File: config.mk
export PLATFORM = sky130hd
export DESIGN_NAME = text_to_integer_parser_top_flat
export DESIGN_NICKNAME = d
export VERILOG_FILES = /design/src/sv/ttip_pkg.sv /design/src/sv/ttip_text_if.sv /design/src/sv/ttip_result_if.sv /design/src/sv/ttip_front.sv /design/src/sv/ttip_queue.sv /design/src/sv/ttip_back.sv /design/src/sv/text_to_integer_parser_top.sv /design/src/flat_wrapper.sv
export SDC_FILE = /design/constraint.sdc
export NUM_CORES = 1
export LEC_CHECK = 0
export BUFFER_PORTS_ARGS = -buffer_cell sky130_fd_sc_hd__buf_2
export CORE_MARGIN = 10
export CORE_UTILIZATION = 60
export CTS_BUF_LIST = sky130_fd_sc_hd__clkbuf_2 sky130_fd_sc_hd__clkbuf_4 sky130_fd_sc_hd__clkbuf_8
export DETAILED_ROUTE_END_ITERATION = 6
export PLACE_DENSITY = 0.77
export SKIP_LAST_GASP = 1
export SYNTH_ARGS = -nofsm -noshare
export SYNTH_HDL_FRONTEND = slang
export SYNTH_HIERARCHICAL = 1
export SYNTH_SLANG_ARGS = --single-unit
export TNS_END_PERCENT = 5
File: constraint.sdc
create_clock -name clk -period 13.2 [get_ports clk]
set_input_delay 1.32 -clock clk [delete_from_list [all_inputs] [get_ports clk]]
set_output_delay 1.32 -clock clk [all_outputs]
set_load 0.03 [all_outputs]
File: src/sv/ttip_pkg.sv
// ----------------------------------------------------------------------------
// ttip_pkg - shared types, constants and helpers of the text-to-integer parser
// Character codes, parse phase codes, the classified character record and
// the classifier used by the front stage.
// ----------------------------------------------------------------------------
package ttip_pkg;

  // default sizes
  localparam int OFFSET_BITS_DEF = 16;
  localparam int VALUE_BITS_DEF  = 64;
  localparam int VALUE_W         = 64;
  localparam int CH_W            = 8;
  localparam int RADIX_W         = 6;
  localparam int QUEUE_DEPTH     = 2;

  // character codes
  localparam logic [CH_W-1:0] CHR_0     = 8'h30;
  localparam logic [CH_W-1:0] CHR_9     = 8'h39;
  localparam logic [CH_W-1:0] CHR_LA    = 8'h61;
  localparam logic [CH_W-1:0] CHR_LZ    = 8'h7a;
  localparam logic [CH_W-1:0] CHR_UA    = 8'h41;
  localparam logic [CH_W-1:0] CHR_UZ    = 8'h5a;
  localparam logic [CH_W-1:0] CHR_LX    = 8'h78;
  localparam logic [CH_W-1:0] CHR_UX    = 8'h58;
  localparam logic [CH_W-1:0] CHR_MINUS = 8'h2d;
  localparam logic [CH_W-1:0] CHR_PLUS  = 8'h2b;
  localparam logic [CH_W-1:0] CHR_TAB   = 8'h09;
  localparam logic [CH_W-1:0] CHR_LF    = 8'h0a;
  localparam logic [CH_W-1:0] CHR_CR    = 8'h0d;
  localparam logic [CH_W-1:0] CHR_SPACE = 8'h20;

  // bases
  localparam logic [RADIX_W-1:0] BASE_DETECT = 6'd0;
  localparam logic [RADIX_W-1:0] BASE_OCT    = 6'd8;
  localparam logic [RADIX_W-1:0] BASE_DEC    = 6'd10;
  localparam logic [RADIX_W-1:0] BASE_HEX    = 6'd16;

  // worth of a non-alphanumeric character, never below any base
  localparam logic [RADIX_W-1:0] WORTH_NONE  = 6'd63;

  // parse phases
  localparam int PH_W = 3;
  localparam logic [PH_W-1:0] PH_IDLE   = 3'd0;
  localparam logic [PH_W-1:0] PH_WS     = 3'd1;
  localparam logic [PH_W-1:0] PH_PREFIX = 3'd2;
  localparam logic [PH_W-1:0] PH_AFTER0 = 3'd3;
  localparam logic [PH_W-1:0] PH_DIGITS = 3'd4;

  // one classified character
  typedef struct packed {
    logic [RADIX_W-1:0] worth;
    logic               is_blank;
    logic               is_minus;
    logic               is_plus;
    logic               is_zero;
    logic               is_x;
    logic               first;
    logic               last;
    logic [RADIX_W-1:0] radix;
  } item_t;

  function automatic logic [RADIX_W-1:0] char_worth(input logic [CH_W-1:0] c);
    logic [CH_W-1:0] d;
    begin
      d = '0;
      if (c >= CHR_0 && c <= CHR_9) begin
        d = c - CHR_0;
      end else if (c >= CHR_LA && c <= CHR_LZ) begin
        d = c - CHR_LA + 8'd10;
      end else if (c >= CHR_UA && c <= CHR_UZ) begin
        d = c - CHR_UA + 8'd10;
      end else begin
        d = {2'b00, WORTH_NONE};
      end
      return d[RADIX_W-1:0];
    end
  endfunction

  function automatic item_t classify(input logic [CH_W-1:0] c,
                                     input logic [RADIX_W-1:0] radix,
                                     input logic first,
                                     input logic last);
    item_t it;
    begin
      it.worth    = char_worth(c);
      it.is_blank = (c == CHR_SPACE) || (c == CHR_TAB) || (c == CHR_LF) || (c == CHR_CR);
      it.is_minus = (c == CHR_MINUS);
      it.is_plus  = (c == CHR_PLUS);
      it.is_zero  = (c == CHR_0);
      it.is_x     = (c == CHR_LX) || (c == CHR_UX);
      it.first    = first;
      it.last     = last;
      it.radix    = radix;
      return it;
    end
  endfunction

endpackage

File: src/sv/ttip_text_if.sv
// ----------------------------------------------------------------------------
// ttip_text_if - character request channel
// Valid/ready channel carrying one text byte with its string markers.
// ----------------------------------------------------------------------------
interface ttip_text_if;
  import ttip_pkg::*;

  logic               valid;
  logic               ready;
  logic [CH_W-1:0]    ch;
  logic [RADIX_W-1:0] radix;
  logic               first;
  logic               last;

  modport source(output valid, output ch, output radix, output first, output last,
                 input ready);
  modport sink(input valid, input ch, input radix, input first, input last,
               output ready);
endinterface

File: src/sv/ttip_result_if.sv
// ----------------------------------------------------------------------------
// ttip_result_if - parse result channel
// Valid/ready channel carrying the parsed value and the consumed count.
// ----------------------------------------------------------------------------
interface ttip_result_if #(
  parameter int OFFSET_BITS = ttip_pkg::OFFSET_BITS_DEF
);
  import ttip_pkg::*;

  logic                      valid;
  logic                      ready;
  logic signed [VALUE_W-1:0] value;
  logic [OFFSET_BITS-1:0]    end_offset;

  modport source(output valid, output value, output end_offset, input ready);
  modport sink(input valid, input value, input end_offset, output ready);
endinterface

File: src/sv/ttip_front.sv
// ----------------------------------------------------------------------------
// ttip_front - character intake and classification
// Takes one byte per cycle unless a held byte waits on a full queue,
// classifies it and holds it in a register until the queue takes it.
// ----------------------------------------------------------------------------
module ttip_front (
  input  logic           clk,
  input  logic           rst,
  ttip_text_if.sink      text,
  output ttip_pkg::item_t item,
  output logic           item_valid,
  input  logic           item_ready
);
  import ttip_pkg::*;

  logic  held;
  item_t held_item;

  // take a new request whenever the stage is empty or draining
  assign text.ready = !held || item_ready;

  // stage register
  always_ff @(posedge clk) begin
    if (rst) begin
      held <= 1'b0;
    end else if (text.valid && text.ready) begin
      held <= 1'b1;
    end else if (item_ready) begin
      held <= 1'b0;
    end
  end

  always_ff @(posedge clk) begin
    if (text.valid && text.ready) begin
      held_item <= classify(text.ch, text.radix, text.first, text.last);
    end
  end

  assign item       = held_item;
  assign item_valid = held;
endmodule

File: src/sv/ttip_queue.sv
// ----------------------------------------------------------------------------
// ttip_queue - short queue of classified characters
// Register FIFO between the front and back stages so each can stall alone.
// ----------------------------------------------------------------------------
module ttip_queue #(
  parameter int DEPTH = ttip_pkg::QUEUE_DEPTH
) (
  input  logic            clk,
  input  logic            rst,
  input  ttip_pkg::item_t wr_item,
  input  logic            wr_valid,
  output logic            wr_ready,
  output ttip_pkg::item_t rd_item,
  output logic            rd_valid,
  input  logic            rd_ready
);
  import ttip_pkg::*;

  localparam int PTR_W = (DEPTH > 1) ? $clog2(DEPTH) : 1;
  localparam int CNT_W = $clog2(DEPTH + 1);

  item_t            slots [DEPTH];
  logic [PTR_W-1:0] wr_ptr;
  logic [PTR_W-1:0] rd_ptr;
  logic [CNT_W-1:0] count;
  logic             push;
  logic             pop;

  assign wr_ready = (count != CNT_W'(DEPTH));
  assign rd_valid = (count != '0);
  assign push     = wr_valid && wr_ready;
  assign pop      = rd_valid && rd_ready;
  assign rd_item  = slots[rd_ptr];

  // pointers and fill level
  always_ff @(posedge clk) begin
    if (rst) begin
      wr_ptr <= '0;
      rd_ptr <= '0;
      count  <= '0;
    end else begin
      if (push) begin
        wr_ptr <= (wr_ptr == PTR_W'(DEPTH - 1)) ? '0 : wr_ptr + 1'b1;
      end
      if (pop) begin
        rd_ptr <= (rd_ptr == PTR_W'(DEPTH - 1)) ? '0 : rd_ptr + 1'b1;
      end
      if (push && !pop) begin
        count <= count + 1'b1;
      end else if (pop && !push) begin
        count <= count - 1'b1;
      end
    end
  end

  // storage
  always_ff @(posedge clk) begin
    if (push) begin
      slots[wr_ptr] <= wr_item;
    end
  end
endmodule

File: src/sv/ttip_back.sv
// ----------------------------------------------------------------------------
// ttip_back - parse state machine and accumulator
// Steps whitespace, sign, prefix and digits one character per cycle while no
// result waits unread, and holds each finished result in an output register.
// ----------------------------------------------------------------------------
module ttip_back #(
  parameter int OFFSET_BITS = ttip_pkg::OFFSET_BITS_DEF,
  parameter int VALUE_BITS  = ttip_pkg::VALUE_BITS_DEF
) (
  input  logic            clk,
  input  logic            rst,
  input  ttip_pkg::item_t item,
  input  logic            item_valid,
  output logic            item_ready,
  ttip_result_if.source   result
);
  import ttip_pkg::*;

  // parse state
  logic [PH_W-1:0]        phase;
  logic                   negative;
  logic [RADIX_W-1:0]     active_base;
  logic [VALUE_BITS-1:0]  acc;
  logic [OFFSET_BITS-1:0] consumed;

  // output register
  logic                   out_valid;
  logic                   out_neg;
  logic [VALUE_BITS-1:0]  out_acc;
  logic [OFFSET_BITS-1:0] out_cnt;

  // step results
  logic [PH_W-1:0]        phase_next;
  logic                   negative_next;
  logic [RADIX_W-1:0]     base_next;
  logic [VALUE_BITS-1:0]  acc_start;
  logic [VALUE_BITS-1:0]  acc_prod;
  logic [VALUE_BITS-1:0]  acc_next;
  logic [OFFSET_BITS-1:0] cnt_start;
  logic [OFFSET_BITS-1:0] consumed_next;
  logic                   take;
  logic                   stop;
  logic                   digit;
  logic                   done;
  logic                   pop;
  logic [VALUE_BITS-1:0]  signed_mag;

  assign item_ready = !out_valid || result.ready;
  assign pop        = item_valid && item_ready;

  // one character step
  always_comb begin
    phase_next    = phase;
    negative_next = negative;
    base_next     = active_base;
    acc_start     = acc;
    cnt_start     = consumed;
    take          = 1'b0;
    stop          = 1'b0;
    digit         = 1'b0;

    // new string restarts everything
    if (item.first) begin
      phase_next    = PH_WS;
      negative_next = 1'b0;
      base_next     = item.radix;
      acc_start     = '0;
      cnt_start     = '0;
    end

    // leading blanks and sign
    if (phase_next == PH_WS) begin
      if (item.is_blank) begin
        take = 1'b1;
      end else if (item.is_minus) begin
        negative_next = 1'b1;
        take          = 1'b1;
        phase_next    = PH_PREFIX;
      end else if (item.is_plus) begin
        take       = 1'b1;
        phase_next = PH_PREFIX;
      end else begin
        phase_next = PH_PREFIX;
      end
    end

    // base detection and leading zero
    if (!take && phase_next == PH_PREFIX) begin
      if (base_next == BASE_DETECT) begin
        if (item.is_zero) begin
          take       = 1'b1;
          base_next  = BASE_OCT;
          phase_next = PH_AFTER0;
        end else begin
          base_next  = BASE_DEC;
          phase_next = PH_DIGITS;
        end
      end else if (base_next == BASE_HEX && item.is_zero) begin
        take       = 1'b1;
        phase_next = PH_AFTER0;
      end else begin
        phase_next = PH_DIGITS;
      end
    end

    // optional x after the zero
    if (!take && phase_next == PH_AFTER0) begin
      phase_next = PH_DIGITS;
      if (item.is_x) begin
        take      = 1'b1;
        base_next = BASE_HEX;
      end
    end

    // digits
    if (!take && phase_next == PH_DIGITS) begin
      if (item.worth < base_next) begin
        digit = 1'b1;
        take  = 1'b1;
      end else begin
        stop = 1'b1;
      end
    end

    done = stop || (take && item.last);
    if (done) begin
      phase_next = PH_IDLE;
    end
  end

  // multiply-add, wrapping
  assign acc_prod = acc_start * VALUE_BITS'(base_next);
  assign acc_next = digit ? acc_prod + VALUE_BITS'(item.worth) : acc_start;

  // saturating consumed count
  assign consumed_next = (take && cnt_start != '1) ? cnt_start + 1'b1 : cnt_start;

  // parse state registers
  always_ff @(posedge clk) begin
    if (rst) begin
      phase       <= PH_IDLE;
      negative    <= 1'b0;
      active_base <= '0;
      acc         <= '0;
      consumed    <= '0;
    end else if (pop) begin
      phase       <= phase_next;
      negative    <= negative_next;
      active_base <= base_next;
      acc         <= acc_next;
      consumed    <= consumed_next;
    end
  end

  // output register
  always_ff @(posedge clk) begin
    if (rst) begin
      out_valid <= 1'b0;
    end else if (pop && done) begin
      out_valid <= 1'b1;
    end else if (result.ready) begin
      out_valid <= 1'b0;
    end
  end

  always_ff @(posedge clk) begin
    if (pop && done) begin
      out_neg <= negative_next;
      out_acc <= acc_next;
      out_cnt <= consumed_next;
    end
  end

  // apply sign and widen
  assign signed_mag        = out_neg ? VALUE_BITS'(-out_acc) : out_acc;
  assign result.valid      = out_valid;
  assign result.value      = VALUE_W'(signed'(signed_mag));
  assign result.end_offset = out_cnt;
endmodule

File: src/sv/text_to_integer_parser_top.sv
// ----------------------------------------------------------------------------
// text_to_integer_parser_top - streaming text to signed integer converter
// Front classifier, short queue and back parser with an output register.
// ----------------------------------------------------------------------------
// Takes one character per clock cycle, sustained, as long as results are
// taken. A character passes the classify register, the two-entry queue and
// the parse step. When it ends the string, the parse step writes its result
// to the output register. While a finished result waits on the output the
// parse step stalls. Up to three more characters are then taken, one in the
// classify register and two in the queue, before the input stalls. The rate
// is set by the parse step in the back stage, a loop through the VALUE_BITS
// by 6 bit multiply-add of the accumulator register. Each string gives at
// most one result, as a new first character restarts an open string;
// characters outside a string are dropped.
module text_to_integer_parser_top #(
  parameter int OFFSET_BITS = ttip_pkg::OFFSET_BITS_DEF,
  parameter int VALUE_BITS  = ttip_pkg::VALUE_BITS_DEF
) (
  input  logic          clk,
  input  logic          rst,
  ttip_text_if.sink     text,
  ttip_result_if.source result
);
  import ttip_pkg::*;

  item_t front_item;
  logic  front_valid;
  logic  front_ready;
  item_t queue_item;
  logic  queue_valid;
  logic  queue_ready;

  // intake and classification
  ttip_front u_front (
    .clk        (clk),
    .rst        (rst),
    .text       (text),
    .item       (front_item),
    .item_valid (front_valid),
    .item_ready (front_ready)
  );

  // decoupling queue
  ttip_queue #(
    .DEPTH (QUEUE_DEPTH)
  ) u_queue (
    .clk      (clk),
    .rst      (rst),
    .wr_item  (front_item),
    .wr_valid (front_valid),
    .wr_ready (front_ready),
    .rd_item  (queue_item),
    .rd_valid (queue_valid),
    .rd_ready (queue_ready)
  );

  // parser and result register
  ttip_back #(
    .OFFSET_BITS (OFFSET_BITS),
    .VALUE_BITS  (VALUE_BITS)
  ) u_back (
    .clk        (clk),
    .rst        (rst),
    .item       (queue_item),
    .item_valid (queue_valid),
    .item_ready (queue_ready),
    .result     (result)
  );
endmodule

File: src/flat_wrapper.sv
// flat-port wrapper written by rule: the top's interface ports become plain ports
module text_to_integer_parser_top_flat import ttip_pkg::*;
#(
  parameter int OFFSET_BITS = ttip_pkg::OFFSET_BITS_DEF,
  parameter int VALUE_BITS  = ttip_pkg::VALUE_BITS_DEF
)
  (clk, rst, text_valid, text_ch, text_radix, text_first, text_last, text_ready, result_valid, result_value, result_end_offset, result_ready);
  ttip_text_if text_i ();
  ttip_result_if #(.OFFSET_BITS(OFFSET_BITS)) result_i ();
  input  logic clk;
  input  logic rst;
  input wire logic [$bits(text_i.valid)-1:0] text_valid;
  input wire logic [$bits(text_i.ch)-1:0] text_ch;
  input wire logic [$bits(text_i.radix)-1:0] text_radix;
  input wire logic [$bits(text_i.first)-1:0] text_first;
  input wire logic [$bits(text_i.last)-1:0] text_last;
  output wire logic [$bits(text_i.ready)-1:0] text_ready;
  output wire logic [$bits(result_i.valid)-1:0] result_valid;
  output wire logic [$bits(result_i.value)-1:0] result_value;
  output wire logic [$bits(result_i.end_offset)-1:0] result_end_offset;
  input wire logic [$bits(result_i.ready)-1:0] result_ready;
  assign text_i.valid = text_valid;
  assign text_i.ch = text_ch;
  assign text_i.radix = text_radix;
  assign text_i.first = text_first;
  assign text_i.last = text_last;
  assign text_ready = text_i.ready;
  assign result_valid = result_i.valid;
  assign result_value = result_i.value;
  assign result_end_offset = result_i.end_offset;
  assign result_i.ready = result_ready;
  text_to_integer_parser_top #(.OFFSET_BITS(OFFSET_BITS), .VALUE_BITS(VALUE_BITS)) u_core (.clk(clk), .rst(rst), .text(text_i), .result(result_i));
endmodule
; ---- After elaboration in Yosys (flattened, before gate mapping)
; Memory sizes are Yosys's and may differ from the RTL's. A register that Yosys moved wholly into a read port is not among the register bits.
; Index checks and enable logic that the tools add are counted.
[op_classes]
n_lt_le_gt_ge = 7
n_reduce_logical = 34
mux = 55
addsub = 12
n_eq_ne = 16
mul = 1
[ops]
columns = cell, n
row1 = 64-bit 2-to-1 mux, 3
row2 = 64-bit by 6-bit adder with 64-bit output, 1
row3 = 64-bit by 6-bit multiplier with 64-bit output, 1
row4 = 64-bit negator, 1
row5 = 6-bit 2-to-1 mux, 8
row6 = 8-bit by 6-bit equality test with 1-bit output (second input constant), 4
row7 = 16-bit 2-to-1 mux, 2
row8 = 1-bit 2-to-1 mux, 30
row9 = 3-bit 2-to-1 mux, 9
row10 = 8-bit by 4-bit equality test with 1-bit output (second input constant), 3
row11 = 16-bit by 1-bit adder with 16-bit output (second input constant), 1
row12 = 8-bit by 7-bit equality test with 1-bit output (second input constant), 2
row13 = 8-bit by 7-bit >= comparator with 1-bit output (second input constant), 2
row14 = 8-bit by 7-bit less-or-equal comparator with 1-bit output (second input constant), 2
row15 = 16-bit != test (second input constant), 1
row16 = 1-bit logical AND, 15
row17 = 6-bit by 4-bit adder with 6-bit output (second input constant), 2
row18 = 6-bit subtractor (second input constant), 2
row19 = 8-bit by 6-bit >= comparator with 1-bit output (second input constant), 1
row20 = 8-bit by 6-bit less-or-equal comparator with 1-bit output (second input constant), 1
row21 = 2-bit nonzero test, 4
row22 = 1-bit logical NOT, 7
row23 = 1-bit logical OR, 7
row24 = 3-bit by 2-bit equality test with 1-bit output (second input constant), 2
row25 = 11 further kinds, 14
[word_totals]
wordCells = 148
ramBits = 38
reg_bits = 196
input_bits = 20
n_memories = 1
[mem_list]
columns = name, depth, word_bits, rd, rd_clocked_by_memory_dff, write_ports, line_no
row1 = u_core.u_queue.slots, 2, 19, 1, 1, 1, ttip_queue.sv:22  ; item_t slots [DEPTH];

; ---- Logic depth before layout (Yosys ltp)
; Gate-level depths: netlist (run 1).
[logic_depth]
word_depth = 17
ltp_mapped = 34
mapped_depth_nobuf = 27

; ---- By module
; The synthesis (run 1) kept the hierarchy.
[modules_own_cells]
columns = module, n_inst, area_each_um2, cells_per_inst
row1 = ttip_back, 1, 20225.6, 2346
row2 = ttip_queue, 1, 1590.3, 83
row3 = ttip_front, 1, 1142.3, 101

; ---- Worst setup path before layout (run 1)
; OpenSTA, ideal clock, no wires.
[synth_timing]
kind = reg2reg
start = register (tool-made name)
end = register u_core.u_back.out_acc[63] (data pin)
path_slack_ns = 5.324
t_arrival_ns = 7.606
stages_incl_launch_ff = 34
n_path_buf = 8
required_time_ns = 12.930
cell_sequence = dfxtp_1 > buf_2 > buf_4 > mux2_2 > clkbuf_1 > clkbuf_1 > buf_1 > mux2i_1 > nand4_1 > o21ai_0 > and2_1 > clkbuf_1 > inv_1 > clkbuf_1 > buf_1 > nor2_1 > fa_1 > inv_1 > fa_1 > inv_1 > fa_1 > inv_1 > fa_1 > inv_1 > ha_1 > inv_1 > o21a_1 > nor3_1 > nor4_1 > o31ai_1 > a21boi_0 > o31a_1 > xor2_1 > o21ai_0
[synth_rtl]
columns = element, line_no
row1 = "end signal, assigned", ttip_back.sv:169  ; out_acc <= acc_next;
row2 = "end, declared", ttip_back.sv:29  ; logic [VALUE_BITS-1:0] out_acc;

==> results of run 1 <==
## Yosys cell counts (all sizes together) (4+ instances only)
library cell	number
a211oi	17
a21boi	5
a21o	43
a21oi	145
a22oi	9
a311o	5
a311oi	4
a31oi	18
and2	10
and3	16
buf	28
clkbuf	99
dfxtp	97
edfxtp	138
fa	240
ha	145
inv	108
mux2	24
mux2i	22
nand2	264
nand2b	27
nand3	39
nand3b	4
nand4	16
nor2	461
nor2b	16
nor3	39
nor3b	4
nor4	9
nor4b	9
o2111ai	6
o211a	11
o211ai	8
o21a	21
o21ai	127
o21bai	15
o221ai	5
o31ai	31
o32ai	4
o41ai	13
or2	12
or3	21
or4	13
xnor2	115
xor2	23
## cells in the final DEF (no fill, tap or decap), types with 44 or more instances in the layout
master | netlist | layout
a21oi_1 | 145 | 145
buf_2 | 3 | 101
clkbuf_8 | 0 | 44
dfxtp_1 | 97 | 97
edfxtp_1 | 138 | 138
fa_1 | 240 | 240
ha_1 | 145 | 145
inv_1 | 106 | 104
nand2_1 | 264 | 262
nor2_1 | 461 | 460
o21ai_0 | 124 | 124
xnor2_1 | 115 | 115
## per-layer routing
metal	routed length [um]	share of wire (%)
met2	29200	47
met5	0	0
met4	1440	2.3
met3	4580	7.5
met1	26200	43
## worst max-delay path, stage by stage, from the launching register on
cell,delay (ns)
dfxtp_1,0.86
mux2_2,0.41
buf_4,0.31
nor4bb_1,0.68
nand2_1,0.36
and2_1,0.36
inv_1,0.50
buf_4,0.56
nor2_1,0.14
fa_1,0.54
fa_1,0.45
fa_1,0.50
ha_1,0.32
ha_1,0.39
a211oi_1,0.26
o21ai_0,0.12
a211oi_1,0.66
o2111ai_1,0.24
o21ai_0,0.57
o221ai_1,0.40
a21oi_1,0.43
o31ai_1,0.20
nor4b_1,0.18
a311o_1,0.34
## cell families after synthesis
| kind of cell | Yosys count | synth area share [%] |
|---|---|---|
| AND/OR/NAND/NOR | 973 | 18.7 |
| AO/OA/AOI/OAI | 517 | 14.6 |
| adder cells (fa/ha/maj) | 385 | 28.8 |
| buffers and inverters | 235 | 3.89 |
| flip-flops | 235 | 26.5 |
| XOR/XNOR | 139 | 5.36 |
| multiplexers | 46 | 2.14 |
## area by class of cell
cell class	count	area, um^2
clock inverter	13	133
inverter	108	407
multi-input combinational	2060	16000
clock buffer	61	733
sequential	235	6090
tap	511	639
fill	3160	13000
timing repair buffer	121	656
## stage by stage
step	setup WS, ns	hold slack (ns)
global route	2.79	0.458
CTS	3.54	0.444
floorplan	5.32	0.421
detailed placement	3.60	0.433
finish	3.26	0.440
global placement	3.93	0.422
## final timing paths
check,startpoint,endpoint,depth (start not counted)
setup / recovery,flip-flop,u_core/u_back/acc[62],23
hold reg to reg,u_core/u_front/item[13],u_core/u_queue/slots[0][13],0
hold / removal,u_core/u_front/item[13],u_core/u_queue/slots[0][13],0
setup reg to reg,flip-flop,u_core/u_back/acc[62],23
## registers in the layout, indices dropped and copies added (netlist names), named ones only
register and flops:
u_core/u_back/result.end_offset 16, u_core/u_back/negative 1, u_core/u_back/acc 64, u_core/u_front/item_valid 1
u_core/u_back/active_base 6, u_core/u_front/item 19, u_core/u_back/consumed 16, u_core/u_queue/wr_ptr 1
u_core/u_back/result.valid 1, u_core/u_back/out_neg 1, u_core/u_queue/count 2, u_core/u_queue/slots 38
u_core/u_back/out_acc 64, u_core/u_queue/rd_ptr 1, u_core/u_back/phase 3
## power groups by stage
| stage | combinational, W | clock, W | sequential [W] |
|---|---|---|---|
| 2_1_floorplan | 0.00153 | 0 | 0.00107 |
| 3_3_place_gp | 0.00207 | 0 | 0.00107 |
| 3_5_place_dp | 0.00212 | 0 | 0.00108 |
| 4_1_cts | 0.00213 | 0.000736 | 0.00107 |
| 5_1_grt | 0.00234 | 0.000767 | 0.00109 |
| 6_report | 0.00213 | 0.000716 | 0.00107 |
==> summary.md, run 1 <==
| Metric | Value |
|---|---|
| First-pass GRT wire length | `100000 um` |
| Fin Setup TNS | `0 ns` |
| RSZ-0062 raised after global routing | `no` |
| HPWL after DPL | `between 40000 and 50000 um` |
| Register share of total power | `between 20% and 30%` |
| Fin crit period | `roughly 9.9 ns` |
| Mapped Area | `23000 um^2` |
| Root Buffer | `clkbuf_8` |
| P_sw | `0.00191 W` |
| Share of the synthesized area in the top cell type | `20.9%` |
| CTS tree | `built` |
| First-pass DRT Iterations | `6` |
| Syn_nets | `2935` |
| GP Congestion | `0.998` |
| H-tree depth | `2` |
| Non-Filler Cell Area, Final | `24600 um^2` |
| Leak pwr | `10.9 nW` |
| Final Instance Count excl. Fillers | `3109` |
| Slew @ Worst Pin | `1.10 ns` |
| PwrDens | `159 nW/um^2` |
| Setup Fix Bufs, Post-CTS | `0` |
| Status | `complete, no violations` |
| Post-route DRC | `0` |
| Cts bufs inserted | `roughly 40` |
| Post-synth top area cell | `fa_1` |
| Final Hold Viols | `0` |
| Endpoints failing setup | `0` |
| Cells after Synth | `2530` |
| Top FF cell, synth | `edfxtp_1` |
| Core area | `37700 um^2` |
| Required time worst endpoint | `~14 ns` |
| Max-slew violations | `0` |
| Clk network pwr share | `18.3%` |
| Placed inst area | `23800 um^2` |
| Clk slew on worst S/H paths | `approximately 0.060 ns` |
| Sequential-to-total area share from yosys stat | `26.5%` |
| Initial DRC count | `between 1500 and 2000` |
| Area contributors post-synth | `fa_1 21%, edfxtp_1 18%, dfxtp_1 8.5%, ha_1 7.9%, nor2_1 7.5%` |
| Ports | `between 100 and 150` |
| Most Used Layer, Global Route | `met2` |
| Maximum VDD drop | `0.121 mV` |
| Antenna-violating nets left | `0` |
| N_diodes | `0` |
| CP max FO | `52` |
| Async SR Flop Fraction | `0%` |
| Area growth from synthesis to layout | `7.36%` |
| Relative slew slack | `a little over a quarter` |
| Die height | `216 um` |
| Vias in the first global route | `19200` |
| Vias per cell | `6.15` |
| Drt total wl | `61400 um` |
| Peak Freq | `roughly 0.10 GHz` |
| Overall Power | `0.00392 W` |
| Skew final | `~0.049 ns` |
| Setup crit end kind | `flip-flop` |
| Routed wire length per instance | `19.7 um` |
| Internal cell power | `about 0.0020 W` |
| Clock sink total | `235` |
| Largest net degree at the start of global routing | `75` |
| Total GRT Usage | `26.1%` |
| Layout cell share with drive strength beyond 1 | `9.55%` |
| Via count | `19100` |
| Met1 Usage GRT | `~35%` |
| Die footprint | `46500 um^2` |
| Mean Syn Cell Area | `9.07 um^2` |
| M3 GR Usage | `4.66%` |
| CP Launch Type | `flip-flop` |
| Port bufs | `roughly 100` |
| Synth Warn # | `6` |
| Clock tree buffer depth | `3` |
| Layout Nets | `2972` |
| Combinational share of power | `54.4%` |
| Max cap viols | `0` |
| Die W | `216 um` |
| Net Sw Frac | `between 40% and 50%` |
| Starting Density | `61.0%` |
| Initial antenna violation count | `0` |
| Crit path kind | `reg2reg` |
| Clock latency on the worst-skew pair | `0.64 ns` |
| Total gr overflow | `0` |
| Std cell rows | `71` |
| Post-CTS Resized | `0` |
| Cts hold-fix bufs | `0` |
| Fin crit share | `between 70% and 80%` |
| Global Route met2 Usage | `42.9%` |
| EDFF count, synth | `roughly 140` |
| CP arrival | `10.42 ns` |
| Placed cells | `between 3000 and 4000` |
| Fin util | `65.4%` |
| Flop-to-flop setup slack | `3.26 ns` |
| Hold Crit Class | `reg2reg` |
| Netlist cell types | `86` |
| Synthesized flop and latch total | `235` |
No activity file was read; power rests on OpenSTA's default activity.
==> inputs of run 2 (changes only) <==
- ABC_AREA: unset -> 1
- clock period: 13.2 -> 9.9 ns (I/O delays scaled with it)
==> run 2 against run 1 <==
  * Flip-flop and latch count unchanged
  * Setup slack worse by 1.7 ns
  * Critical path depth up 7
  * Cell count up 23%
  * Total power up 98%
  * Die area up 6.6%
  * Hold slack worse by 0.0018 ns
  * Critical path type unchanged
  * Critical endpoint is now u_core/u_back/acc[57]
  * Largest power group unchanged
==> summary.md, run 2 <==
| Metric | Value |
|---|---|
| Clock sink total | `235 (unchanged)` |
| Total gr overflow | `0 (unchanged)` |
| Synthesized flop and latch total | `235 (unchanged)` |
| Max-slew violations | `0 (unchanged)` |
| Skew final | `0.0507 ns (+0.00203 ns)` |
| Starting Density | `60.5% (-0.48 points)` |
| Synth Area in Simple Gates | `21.1% (+2.5 points)` |
| Status | `complete, no violations` |
| Layout Nets | `3656 (+23%)` |
| Initial DRC count | `1591 (-2.9%)` |
| Drt total wl | `70400 um (+15%)` |
| Die height | `223 um (+3.3%)` |
| Fin crit period | `8.34 ns (-1.60 ns)` |
| Top-count cell post-synth | `nor2_1` |
| Port bufs | `101 (unchanged)` |
| Most frequent cells after synthesis | `573 x nor2_1, 555 x inv_1, 472 x nand2_1, 240 x fa_1, 178 x a21oi_1` |
| Hold Crit Class | `reg2reg` |
| Die footprint | `49600 um^2 (+6.6%)` |
| Post-Synth Adder-Cell Area | `26.9% (-2.0 points)` |
| Cts bufs inserted | `43 (+4.9%)` |
| Sequential-to-total area share from yosys stat | `24.7% (-1.8 points)` |
| Endpoints failing setup | `0 (unchanged)` |
| Hold WS | `0.438 ns (-0.00176 ns)` |
| CTS tree | `built` |
| Syn_nets | `3591 (+22%)` |
| Area growth from synthesis to layout | `7.81%` |
| First-pass DRT Iterations | `6 (unchanged)` |
| Mapped Area | `24600 um^2 (+7.3%)` |
| Post-synthesis mux area share | `1.02% (-1.1 points)` |
| GP Congestion | `0.976 (-2.2%)` |
| Std cell rows | `74 (+4.2%)` |
| Routed wire length per instance | `18.4 um (-6.6%)` |
| Final Hold Viols | `0 (unchanged)` |
| RSZ-0062 raised after global routing | `no` |
| EDFF count, synth | `138 (unchanged)` |
| Cells after Synth | `3186 (+26%)` |
| First-pass GRT wire length | `114000 um (+14%)` |
| Core area | `40700 um^2 (+8.2%)` |
| CP max stage cell | `o21ai_4` |
| Post-route DRC | `0 (unchanged)` |
| Clock latency on the worst-skew pair | `0.64 ns (about the same)` |
| Post-CTS Resized | `0 (unchanged)` |
| Peak Freq | `0.120 GHz (+19%)` |
| Layout fillers | `3525 (+12%)` |
| Clock tree buffer depth | `3 (unchanged)` |
| Post-synth top area cell | `fa_1` |
| Largest net degree at the start of global routing | `95 (+27%)` |
| Async SR Flop Fraction | `0% (unchanged)` |
| Synth Warn # | `6 (unchanged)` |
| Die W | `223 um (+3.3%)` |
| PwrDens | `292 nW/um^2 (+83%)` |
| Area contributors post-synth | `fa_1 20%, edfxtp_1 17%, nor2_1 8.7%, inv_1 8.5%, dfxtp_1 7.9%` |
| Most frequent cells in the layout | `573 x nor2_1, 553 x inv_1, 471 x nand2_1` |
| Antenna-violating nets left | `0 (unchanged)` |
| Mean Syn Cell Area | `7.73 um^2 (-15%)` |
| N_diodes | `0 (unchanged)` |
| Layout cell share with drive strength beyond 1 | `9.16% (-0.39 points)` |
| Top FF cell, synth | `edfxtp_1` |
| H-tree depth | `2 (unchanged)` |
| Setup Fix Bufs, Post-CTS | `0 (unchanged)` |
| Xor and xnor area share after synthesis | `4.33% (-1.0 points)` |
| Relative slew slack | `16.9% (-9.8 points)` |
| Largest stage delay on the critical path | `0.66 ns (-0.20 ns)` |
| HPWL after DPL | `54300 um (+21%)` |
| Fin Setup TNS | `0 ns (unchanged)` |
| Root Buffer | `clkbuf_8` |
| Total GRT Usage | `28.4% (+2.3 points)` |
| Max cap viols | `0 (unchanged)` |
| Commonest non-fill, non-tap cell in the layout | `nor2_1` |
| Initial antenna violation count | `0 (unchanged)` |
| Maximum VDD drop | `0.248 mV (+100%)` |
| CP Launch Type | `flip-flop` |
| Slew @ Worst Pin | `1.25 ns (+0.147 ns)` |
| Most used cell, CP | `o21ai_0` |
| Largest family of logic cells by synthesized area | `adder cells` |
| Leak pwr | `13.2 nW (+21%)` |
| Share of the synthesized area in the top cell type | `19.5% (-1.4 points)` |
| CP arrival | `8.88 ns (-1.54 ns)` |
| Setup crit end kind | `flip-flop` |
| Clk slew on worst S/H paths | `0.07 ns (about the same)` |
| Ports | `102 (unchanged)` |
| Netlist cell types | `65 (-24%)` |
| Overall Power | `0.00775 W (+98%)` |
| Via count | `21600 (+13%)` |
| Vias per cell | `5.65 (-8.1%)` |
| Non-Filler Cell Area, Final | `26600 um^2 (+7.8%)` |
| Required time worst endpoint | `10.44 ns (-3.25 ns)` |
| CP max FO | `42 (-19%)` |
| Crit path kind | `reg2reg` |
| Synth Area in Compound Gates | `11.3% (-3.3 points)` |
| Cts hold-fix bufs | `0 (unchanged)` |
| Placed inst area | `25600 um^2 (+7.5%)` |
| Top Registers | `u_core/u_back/acc: 64 flops, u_core/u_back/out_acc: 64 flops, u_core/u_queue/slots: 38 flops` |
| Vias in the first global route | `21700 (+13%)` |
| Fin crit share | `84.2% (+8.9 points)` |
## run 2: cell types whose count changed after synthesis, moves of 36 or more
cell,previous run,this run
inv_1,106,555
nand2_1,264,472
nand3_1,39,88
nor2_1,461,573
o21ai_0,124,160
o21ai_1,3,83
xnor2_1,115,55
## run 2: final cells by class
cell class                      instances  area, um^2  share of cell area, %
Sequential cell                       235        6090                   22.9
Clock buffer                           59         756                   2.85
Tap cell                              532         666                   2.51
Inverter                              569        2140                   8.07
Multi-Input combinational cell       2278       16000                   60.2
Timing Repair Buffer                  124         678                   2.55
Clock inverter                         21         246                  0.928
## run 2: cells by family (layout without fill, tap and decap cells)
kind of cell,after synthesis,in the layout
compound gates,510,510
xor+xnor,115,115
fa+ha+maj,385,385
buf+inv,673,773
flops,235,235
mux,19,19
simple gates,1249,1249
## run 2: worst paths after layout
check                                from                          end  slack (ns)  depth (start not counted)
setup / recovery                flip-flop        u_core/u_back/acc[57]        1.56                         30
setup reg to reg                flip-flop        u_core/u_back/acc[57]        1.56                         30
hold / removal    u_core/u_front/item[14]  u_core/u_queue/slots[1][14]        0.44                          0
hold reg to reg   u_core/u_front/item[14]  u_core/u_queue/slots[1][14]        0.44                          0
## run 2: critical path: cells and delay by family, from the launching register on
kind                     cells  cell delay, ns
AO/OA/AOI/OAI                8            2.47
XOR/XNOR                     1            0.16
adder cells (fa/ha/maj)      5            2.12
buffers and inverters        6            1.31
flip-flops                   1            0.30
multiplexers                 1            0.54
AND/OR/NAND/NOR              9            1.33
## run 2: per-layer routing
metal | wire length (um) | vias to the layer above | global-route usage, %
li1 | - | 10200 | -
met1 | 29100 | 10300 | 36.8
met2 | 33200 | 955 | 46.7
met3 | 6320 | 141 | 5.93
met4 | 1850 | 0 | 8.52
met5 | 0 | - | 0
## run 2: report_power, final
group	leakage [nW]	total (W)	switching (W)	internal [W]
Combinational	10.6	0.00508	0.00350	0.00158
Clock	0.514	0.00108	0.000449	0.000632
Sequential	2.09	0.00159	0.000171	0.00142
## run 2: per-stage QoR
stage | setup slack (ns) | util (%) | instances
final | 1.56 | 65.2 | 3818
after global routing | 1.07 | 65.2 | 3818
after CTS | 1.68 | 65.2 | 3818
after detailed placement | 1.68 | 62.7 | 3738
after global placement | 1.80 | 62.7 | 3738
after floorplan | 3.27 | - | 3186
